$ cat src/hw/rtl/bse_pkg.sv
// ----------------------------------------------------------------------------
// bse_pkg
// Shared constants and types for the bubble sort engine.
// ----------------------------------------------------------------------------
package bse_pkg;

  localparam int COUNT = 8;
  localparam int IDX_W = $clog2(COUNT);
  localparam int DATA_W = 32;

  typedef logic [IDX_W-1:0] idx_t;
  typedef logic signed [DATA_W-1:0] value_t;

  localparam idx_t LAST_IDX = idx_t'(COUNT - 1);
  localparam idx_t FINAL_PASS = idx_t'(COUNT - 2);

  typedef struct packed {
    logic load;
    logic last;
  } emit_t;

endpackage

$ cat src/hw/rtl/bubble_sort_engine.sv
// ----------------------------------------------------------------------------
// bubble_sort_engine
// Collects COUNT signed values and returns them sorted in ascending order.
// ----------------------------------------------------------------------------
// The slave channel takes one signed 32-bit value per request, one request a
// cycle while loading. After COUNT values the input stalls while the block
// sorts its store by bubble sort through a single compare unit and a store
// with one write and one read port. Each pass over L neighbour pairs reads
// the first value, compares and writes back the pairs in turn while carrying
// the larger value, and ends by writing that value to the last place of the
// pass. The sorted values then leave on the master channel smallest first,
// one at a time, each read from the store only once the output register is
// free, with tlast on the final one. Loading of the next block starts as
// soon as the last result is in the output register. A stalled receiver
// holds the output register and the sequencer waits. Reset empties the block
// and drops the output request; the store contents are not cleared.
// ----------------------------------------------------------------------------
module bubble_sort_engine
  import bse_pkg::*;
(
  input  logic        clk,
  input  logic        rst,
  input  logic        s_tvalid,
  output logic        s_tready,
  input  logic [31:0] s_tdata,   // value
  output logic        m_tvalid,
  input  logic        m_tready,
  output logic [31:0] m_tdata,   // sorted_value
  output logic        m_tlast
);

  logic   we;
  idx_t   waddr;
  value_t wdata;
  idx_t   raddr;
  value_t rdata;
  emit_t  emit;
  logic   out_free;

  assign out_free = !m_tvalid || m_tready;

  bse_store u_store (
    .clk   (clk),
    .we    (we),
    .waddr (waddr),
    .wdata (wdata),
    .raddr (raddr),
    .rdata (rdata)
  );

  bse_ctrl u_ctrl (
    .clk      (clk),
    .rst      (rst),
    .in_valid (s_tvalid),
    .in_ready (s_tready),
    .in_value (value_t'(s_tdata)),
    .out_free (out_free),
    .we       (we),
    .waddr    (waddr),
    .wdata    (wdata),
    .raddr    (raddr),
    .rdata    (rdata),
    .emit     (emit)
  );

  always_ff @(posedge clk) begin
    if (rst) begin
      m_tvalid <= 1'b0;
    end else if (emit.load) begin
      m_tvalid <= 1'b1;
    end else if (m_tready) begin
      m_tvalid <= 1'b0;
    end
  end

  always_ff @(posedge clk) begin
    if (emit.load) begin
      m_tdata <= rdata;
      m_tlast <= emit.last;
    end
  end

endmodule

$ cat src/hw/rtl/bse_store.sv
// ----------------------------------------------------------------------------
// bse_store
// Element store with one write port and one registered read port.
// ----------------------------------------------------------------------------
module bse_store
  import bse_pkg::*;
(
  input  logic   clk,
  input  logic   we,
  input  idx_t   waddr,
  input  value_t wdata,
  input  idx_t   raddr,
  output value_t rdata
);

  value_t mem [COUNT];

  always_ff @(posedge clk) begin
    if (we) begin
      mem[waddr] <= wdata;
    end
    rdata <= mem[raddr];
  end

endmodule

$ cat src/hw/rtl/bse_ctrl.sv
// ----------------------------------------------------------------------------
// bse_ctrl
// Sequencer for loading, bubble passes through a shared compare unit, and
// read-out of the sorted store.
// ----------------------------------------------------------------------------
module bse_ctrl
  import bse_pkg::*;
(
  input  logic   clk,
  input  logic   rst,
  input  logic   in_valid,
  output logic   in_ready,
  input  value_t in_value,
  input  logic   out_free,
  output logic   we,
  output idx_t   waddr,
  output value_t wdata,
  output idx_t   raddr,
  input  value_t rdata,
  output emit_t  emit
);

  typedef enum logic [2:0] {
    LOAD,
    RD0,
    CUR,
    CMP,
    TAIL,
    EMIT_WAIT,
    EMIT_RD,
    EMIT_LD
  } state_t;

  state_t state;
  idx_t   cnt;
  idx_t   pass;
  idx_t   j;
  idx_t   k;
  idx_t   lim;
  value_t cur;
  logic   swap;

  // The larger value of each pair is carried in cur to the end of the pass.
  assign lim  = LAST_IDX - pass;
  assign swap = cur > rdata;

  assign in_ready = (state == LOAD);

  always_comb begin
    we    = 1'b0;
    waddr = cnt;
    wdata = in_value;
    raddr = k;
    unique case (state)
      LOAD: begin
        we = in_valid;
      end
      RD0: begin
        raddr = '0;
      end
      CUR: begin
        raddr = j + idx_t'(1);
      end
      CMP: begin
        we    = 1'b1;
        waddr = j;
        wdata = swap ? rdata : cur;
        raddr = j + idx_t'(2);
      end
      TAIL: begin
        we    = 1'b1;
        waddr = lim;
        wdata = cur;
      end
      default: begin
        raddr = k;
      end
    endcase
  end

  always_ff @(posedge clk) begin
    if (rst) begin
      state     <= LOAD;
      cnt       <= '0;
      pass      <= '0;
      j         <= '0;
      k         <= '0;
      emit.load <= 1'b0;
      emit.last <= 1'b0;
    end else begin
      unique case (state)
        LOAD: begin
          if (in_valid) begin
            if (cnt == LAST_IDX) begin
              cnt   <= '0;
              pass  <= '0;
              state <= RD0;
            end else begin
              cnt <= cnt + idx_t'(1);
            end
          end
        end
        RD0: begin
          j     <= '0;
          state <= CUR;
        end
        CUR: begin
          cur   <= rdata;
          state <= CMP;
        end
        CMP: begin
          if (!swap) begin
            cur <= rdata;
          end
          if (j + idx_t'(1) == lim) begin
            state <= TAIL;
          end else begin
            j <= j + idx_t'(1);
          end
        end
        TAIL: begin
          if (pass == FINAL_PASS) begin
            k     <= '0;
            state <= EMIT_WAIT;
          end else begin
            pass  <= pass + idx_t'(1);
            state <= RD0;
          end
        end
        EMIT_WAIT: begin
          if (out_free) begin
            state <= EMIT_RD;
          end
        end
        EMIT_RD: begin
          emit.load <= 1'b1;
          emit.last <= (k == LAST_IDX);
          state     <= EMIT_LD;
        end
        EMIT_LD: begin
          emit.load <= 1'b0;
          if (k == LAST_IDX) begin
            state <= LOAD;
          end else begin
            k     <= k + idx_t'(1);
            state <= EMIT_WAIT;
          end
        end
        default: begin
          state <= LOAD;
        end
      endcase
    end
  end

endmodule
$ cat config.mk
export PLATFORM = sky130hd
export DESIGN_NAME = bubble_sort_engine
export DESIGN_NICKNAME = d
export VERILOG_FILES = /design/src/hw/rtl/bse_pkg.sv /design/src/hw/rtl/bubble_sort_engine.sv /design/src/hw/rtl/bse_store.sv /design/src/hw/rtl/bse_ctrl.sv
export SDC_FILE = /design/constraint.sdc
export NUM_CORES = 1
export LEC_CHECK = 0
export CORE_ASPECT_RATIO = 1.25
export CORE_UTILIZATION = 55
export CTS_CLUSTER_DIAMETER = 80
export CTS_CLUSTER_SIZE = 10
export DETAILED_ROUTE_END_ITERATION = 16
export DONT_BUFFER_PORTS = 1
export GPL_ROUTABILITY_DRIVEN = 0
export PLACE_DENSITY = 0.69
export SYNTH_ARGS = -nofsm -noshare
export SYNTH_HDL_FRONTEND = slang
export SYNTH_SLANG_ARGS = --single-unit
$ cat constraint.sdc
create_clock -name clk -period 13.94 [get_ports clk]
set_input_delay 2.091 -clock clk [delete_from_list [all_inputs] [get_ports clk]]
set_output_delay 2.091 -clock clk [all_outputs]
set_load 0.01 [all_outputs]
Word level (Yosys, flattened, before mapping) --
Memory sizes are Yosys's and may differ from the RTL's. A register that Yosys moved wholly into a read port is not among the register bits. Cells that the tools add are included.
Operators by class: add/sub/neg operators 6, order comparisons 1, eq/ne operators 20, mux-type cells 29, bitwise operators 1, reductions and logical operators 16
Operators with widths (number):
- $pmux W32 S2 | 2
- $mux W32 | 2
- $mux W3 | 13
- $gt A32 B32 Y1 | 1
- $pmux W3 S2 | 4
- $pmux W3 S8 | 1
- $eq A3 B3 Y1 const B | 7
- $add A3 B1 Y3 const B | 4
- $ne A2 B2 Y1 const B | 6
- $reduce_bool A2 Y1 | 6
- $pmux W3 S3 | 1
- $reduce_and A4 Y1 | 2
- $eq A3 B2 Y1 const B | 2
- $ne A2 B1 Y1 const B | 3
- $reduce_and A3 Y1 | 2
- $mux W1 | 4
- $pmux W1 S2 | 2
- $reduce_and A2 Y1 | 2
- $add A3 B2 Y3 const B | 1
- $eq A3 B1 Y1 const B | 1
- $eq A3 B3 Y1 | 1
- $logic_not A3 Y1 | 1
- $sub A3 B3 Y3 const A | 1
- $reduce_or A2 Y1 | 1
- other kinds (3) | 3
Storage, ports and cells: register bits after elaboration 83, RAM bits 256, output and inout bits 35, memories 1
Memory list:
- u_store.mem | depth 8, bits a word 32, rd ports 1, clocked after memory_dff 1, write ports 1, line bse_store.sv:16 | value_t mem [COUNT];

Depth between registers and ports, before layout --
depth after elaboration 5, mapped depth 10, mapped depth without buffers 9

Hierarchy --
A second synthesis with hierarchy kept.
Unflattened totals: cell total of the unflattened synthesis 904, area, all modules 15434.8 µm²
Modules (own cells, without submodules):
- bse_store | instances 1, cells each 415, area an instance 10466.3 µm²
- bse_ctrl | instances 1, cells each 452, area an instance 3931.3 µm²
- bubble_sort_engine | instances 1, cells each 37, area an instance 1037.2 µm²

Worst setup path before layout --
OpenSTA, ideal clock, no wires.
path type in2reg, start input port rst, end register u_ctrl.cur[0] (enable), setup time 480 ps, arrival time 4787 ps, required time 13460 ps, path slack 8672 ps, cell stages on the path 2, cell sequence clkbuf_1 -> a311oi_1
Between the ends: longest elaborated chain between the ends 2
Ends and longest elaborated chain:
- from (decl) | line bubble_sort_engine.sv:22 | input logic rst,
- $not A1 Y1 (no line)
- $reduce_and A3 Y1 (no line)
- to (signal assigned) | line bse_ctrl.sv:108 | cur <= rdata;
- to (signal assigned) | line bse_ctrl.sv:113 | cur <= rdata;
- to (decl) | line bse_ctrl.sv:40 | value_t cur;
No other way between the ends. A chain may end at the register's enable or synchronous reset.

Worst setup path in the final report --
start register u_ctrl.state[0], end memory u_store.mem[1][4] (netlist bit) (enable)
Between the ends: longest elaborated chain between the ends 5, elaborated cells on any way between the ends 8, classes of those cells eq/ne: 2; mux: 4; reduce/logical: 2
Ends and longest elaborated chain:
- from (decl) | line bse_ctrl.sv:34 | state_t state;
- from (signal assigned) | line bse_ctrl.sv:83 | state <= LOAD;
- from (signal assigned) | line bse_ctrl.sv:97 | state <= RD0;
- from (signal assigned) | line bse_ctrl.sv:105 | state <= CUR;
- $eq A3 B2 Y1 / $eq A3 B3 Y1 (equally long branches) | line bse_ctrl.sv:54 | unique case (state)
- $reduce_or A2 Y1 (no line)
- $pmux W1 S2 | line bse_ctrl.sv:54
- $mux W1 | line bse_store.sv:19 | if (we) begin
- $mux W1 (implied by the code) | line bse_store.sv:20 | mem[waddr] <= wdata;
- to (decl) | line bse_store.sv:16
Several ways; a longest one is shown, not always the timed one.

==> out/summary.txt <==
kind of start point of the critical path: flip-flop
startpoint-to-endpoint class of the critical path: reg2reg
buffer depth of the longest clock path: 3
Diodes inserted: 0
final wirelength: 34500 um
Post-Synth XOR/XNOR Area: 0.401%
Final Worst Setup Slack: 10.02 ns
pin count of the biggest net entering global routing: 95
# nets final: 1244
flip-flop cell with the highest count after synthesis: sky130_fd_sc_hd__edfxtp_1
area of the core region: 0.0271 mm2
root buffer cell: sky130_fd_sc_hd__clkbuf_16
result of the run: finished clean
Worst EP required: 14.13 ns
hold_ws: 0.450 ns
final worst path period need: 3.92 ns
fraction of registers with async set or reset after synthesis: 0%
number of vias per cell after detailed routing: 6.09
number of buffers inserted during clock tree synthesis: 43
CP endpoint kind: flip-flop
DRC violation count after routing: 0
count of instances resized after the clock tree is built: 0
total design power: 3.00 mW
Data arrival, critical path: 4.11 ns
number of warnings issued by yosys: 0
clock-pin slew on the worst setup and hold paths: 0.05 ns
share of layout cells above drive strength 1: 7.90%
PD cells: 178 mW/mm2
compound-gate portion of the synthesized area: 9.01%
clock latency of the later-clocked register in the worst-skew pair: 0.53 ns
top cells by count, synth: 321 x sky130_fd_sc_hd__edfxtp_1, 286 x sky130_fd_sc_hd__nand2_1, 69 x sky130_fd_sc_hd__nand3_1
number of vias in the routed layout: 9427
share of Yosys cell area claimed by the top area cell type: 63.1%
most frequent cell after synthesis: sky130_fd_sc_hd__edfxtp_1
quantity of hold-fixing buffers added after cts: 0
htree depth: 2
initial antenna violation count: 0
Die X-Extent: 151 um
worst setup slack after placement: 9.89 ns
unrepaired setup endpoints after global routing: false
number of cells produced by synthesis: 1176
filler-free cell count of the finished design: 1547
final number of setup-violating endpoints: 0
post-synthesis cell area: 0.0153 mm2
buffers inserted by post-CTS timing repair: 0
summed area of non-filler cells in the final layout: 0.0169 mm2
count of port buffers added during placement: 0
achievable frequency: 0.255 GHz
pins over their slew limit: 0
worst clock skew on the final layout: 0.0210 ns
average cell area after synthesis: 13.0 um2
headroom to the max-slew limit: 20.2%
critical path peak fanout: 37
Die Y-Extent: 188 um
global routing usage summed across all routing layers: 25.1%
total negative setup slack: 0 ns
number of flops mapped to enable cells by yosys: 321
ANT nets after route: 0
Max IR drop VDD: 89.8 uV
number of flip-flops and latches in the synthesized netlist: 371
per-cell routed wire length: 22.3 um
share of cell area taken by muxes after synthesis: 0.327%
measured slew at the worst slew-check pin: 1.19 ns
wire length of the first global-routing pass: 53800 um
first-iteration detailed-routing DRC count: 828
number of placed instances with taps included: 1469
die outline area: 0.0285 mm2
fillers: 2034
TritonCTS clock tree: yes
final core utilization: 62.3%
top cells by area, synth: sky130_fd_sc_hd__edfxtp_1 63%, sky130_fd_sc_hd__nand2_1 7.0%, sky130_fd_sc_hd__dfxtp_1 6.5%
share of the yosys chip area belonging to registers: 69.6%
final period utilization: 28.1%
Post-Synth Simple-Gate Area: 14.3%
Max Cap Violations: 0
Boundary Pins: 71
Std-Cell Rows: 67
post-synth cell types: 54
overflow left after global routing: 0
initial standard-cell utilization of the core: 56.5%
number of endpoints with negative hold slack in the final report: 0
Hold WC Path Type: reg2reg
via count of the first global-routing pass: 9502
synth-to-layout area growth: 10.4%
clock sink count: 371
cell leakage power: 6.07 nW
area of placed instances: 0.0156 mm2
detailed placement HPWL: 19300 um
total nets after synthesis: 1251
most area-hungry cell type in the Yosys netlist: sky130_fd_sc_hd__edfxtp_1
Post-Synth Adder-Cell Area: 3.19%
1st-pass router iterations: 5
combinational family with the most area after synthesis: simple AND/OR/NAND/NOR gates
==> area by class of cell <==
cell class | instances | area [um2] | area share [%]
Tap cell | 345 | 432 | 2.56
Clock buffer | 75 | 1220 | 7.22
Sequential cell | 371 | 10600 | 63.1
Timing Repair Buffer | 14 | 105 | 0.623
Inverter | 40 | 150 | 0.890
Multi-Input combinational cell | 699 | 4290 | 25.4
Clock inverter | 3 | 33.8 | 0.200
==> power by group <==
part | leakage [nW] | internal (mW) | total, mW | switching [mW]
registers | 3.33 | 1.35 | 1.43 | 0.0786
logic | 2.15 | 0.192 | 0.563 | 0.371
clock network | 0.595 | 0.591 | 1.00 | 0.413
==> state kept, by name, summed over array words and instances, names as in the netlist <==
register	count
u_ctrl.cnt	3
u_ctrl.k	3
m_tlast	1
u_ctrl.cur	32
m_tvalid	1
u_ctrl.state	3
u_ctrl.j	3
u_ctrl.emit	2
m_tdata	32
u_store.mem	256
u_ctrl.pass	3
u_store.rdata	32
==> routing by layer <==
metal	vias to the layer above	track usage, %	share of wire (%)
li1	4347	-	-
met1	4755	33.5	42
met2	273	42.1	50
met3	52	3.83	5.1
met4	0	7.85	2.5
met5	-	0	0
==> logic make-up after synthesis <==
logic type,count (synthesis)
compound gates,165
xor+xnor,7
fa+ha+maj,39
buf+inv,106
flops,371
mux,5
simple gates,483
==> path summary, 6_finish.rpt <==
kind	slack, ns	cells after the start	start	endpoint
hold / removal	0.45	0	u_ctrl.emit[0]	m_tlast
setup reg to reg	10.02	6	u_ctrl.state[0]	u_store.mem[1][4]
hold reg to reg	0.45	0	u_ctrl.emit[0]	m_tlast
setup / recovery	10.02	6	u_ctrl.state[0]	u_store.mem[1][4]
==> critical path: stages (launching register included) <==
cell and delay [ns]:
sky130_fd_sc_hd__dfxtp_1 0.69, sky130_fd_sc_hd__nand3_2 0.86, sky130_fd_sc_hd__o21ai_0 0.45, sky130_fd_sc_hd__o221ai_1 0.19, sky130_fd_sc_hd__nand2b_1 0.35, sky130_fd_sc_hd__nor2_4 0.58, sky130_fd_sc_hd__buf_4 0.42
==> layout by cell type, fill, tap and decap left out, types with 3 or more instances in the layout <==
master,instances
sky130_fd_sc_hd__nand3_1,69
sky130_fd_sc_hd__o21ai_0,7
sky130_fd_sc_hd__nor2_1,27
sky130_fd_sc_hd__nand2b_1,6
sky130_fd_sc_hd__nor3_1,7
sky130_fd_sc_hd__nand4_1,3
sky130_fd_sc_hd__nand4_2,3
sky130_fd_sc_hd__buf_4,14
sky130_fd_sc_hd__a311oi_1,33
sky130_fd_sc_hd__nor2_4,8
sky130_fd_sc_hd__a22oi_1,4
sky130_fd_sc_hd__edfxtp_1,321
sky130_fd_sc_hd__a221o_1,32
sky130_fd_sc_hd__a21oi_1,24
sky130_fd_sc_hd__a31oi_1,3
sky130_fd_sc_hd__xnor2_1,6
sky130_fd_sc_hd__and3_1,64
sky130_fd_sc_hd__o21ai_1,6
sky130_fd_sc_hd__dfxtp_1,49
sky130_fd_sc_hd__mux2i_1,5
sky130_fd_sc_hd__a21o_1,5
sky130_fd_sc_hd__a31o_1,32
sky130_fd_sc_hd__inv_1,38
sky130_fd_sc_hd__ha_1,39
sky130_fd_sc_hd__clkbuf_1,31
sky130_fd_sc_hd__clkbuf_16,44
sky130_fd_sc_hd__nand2_1,286
No activity file was read; power rests on OpenSTA's default activity.
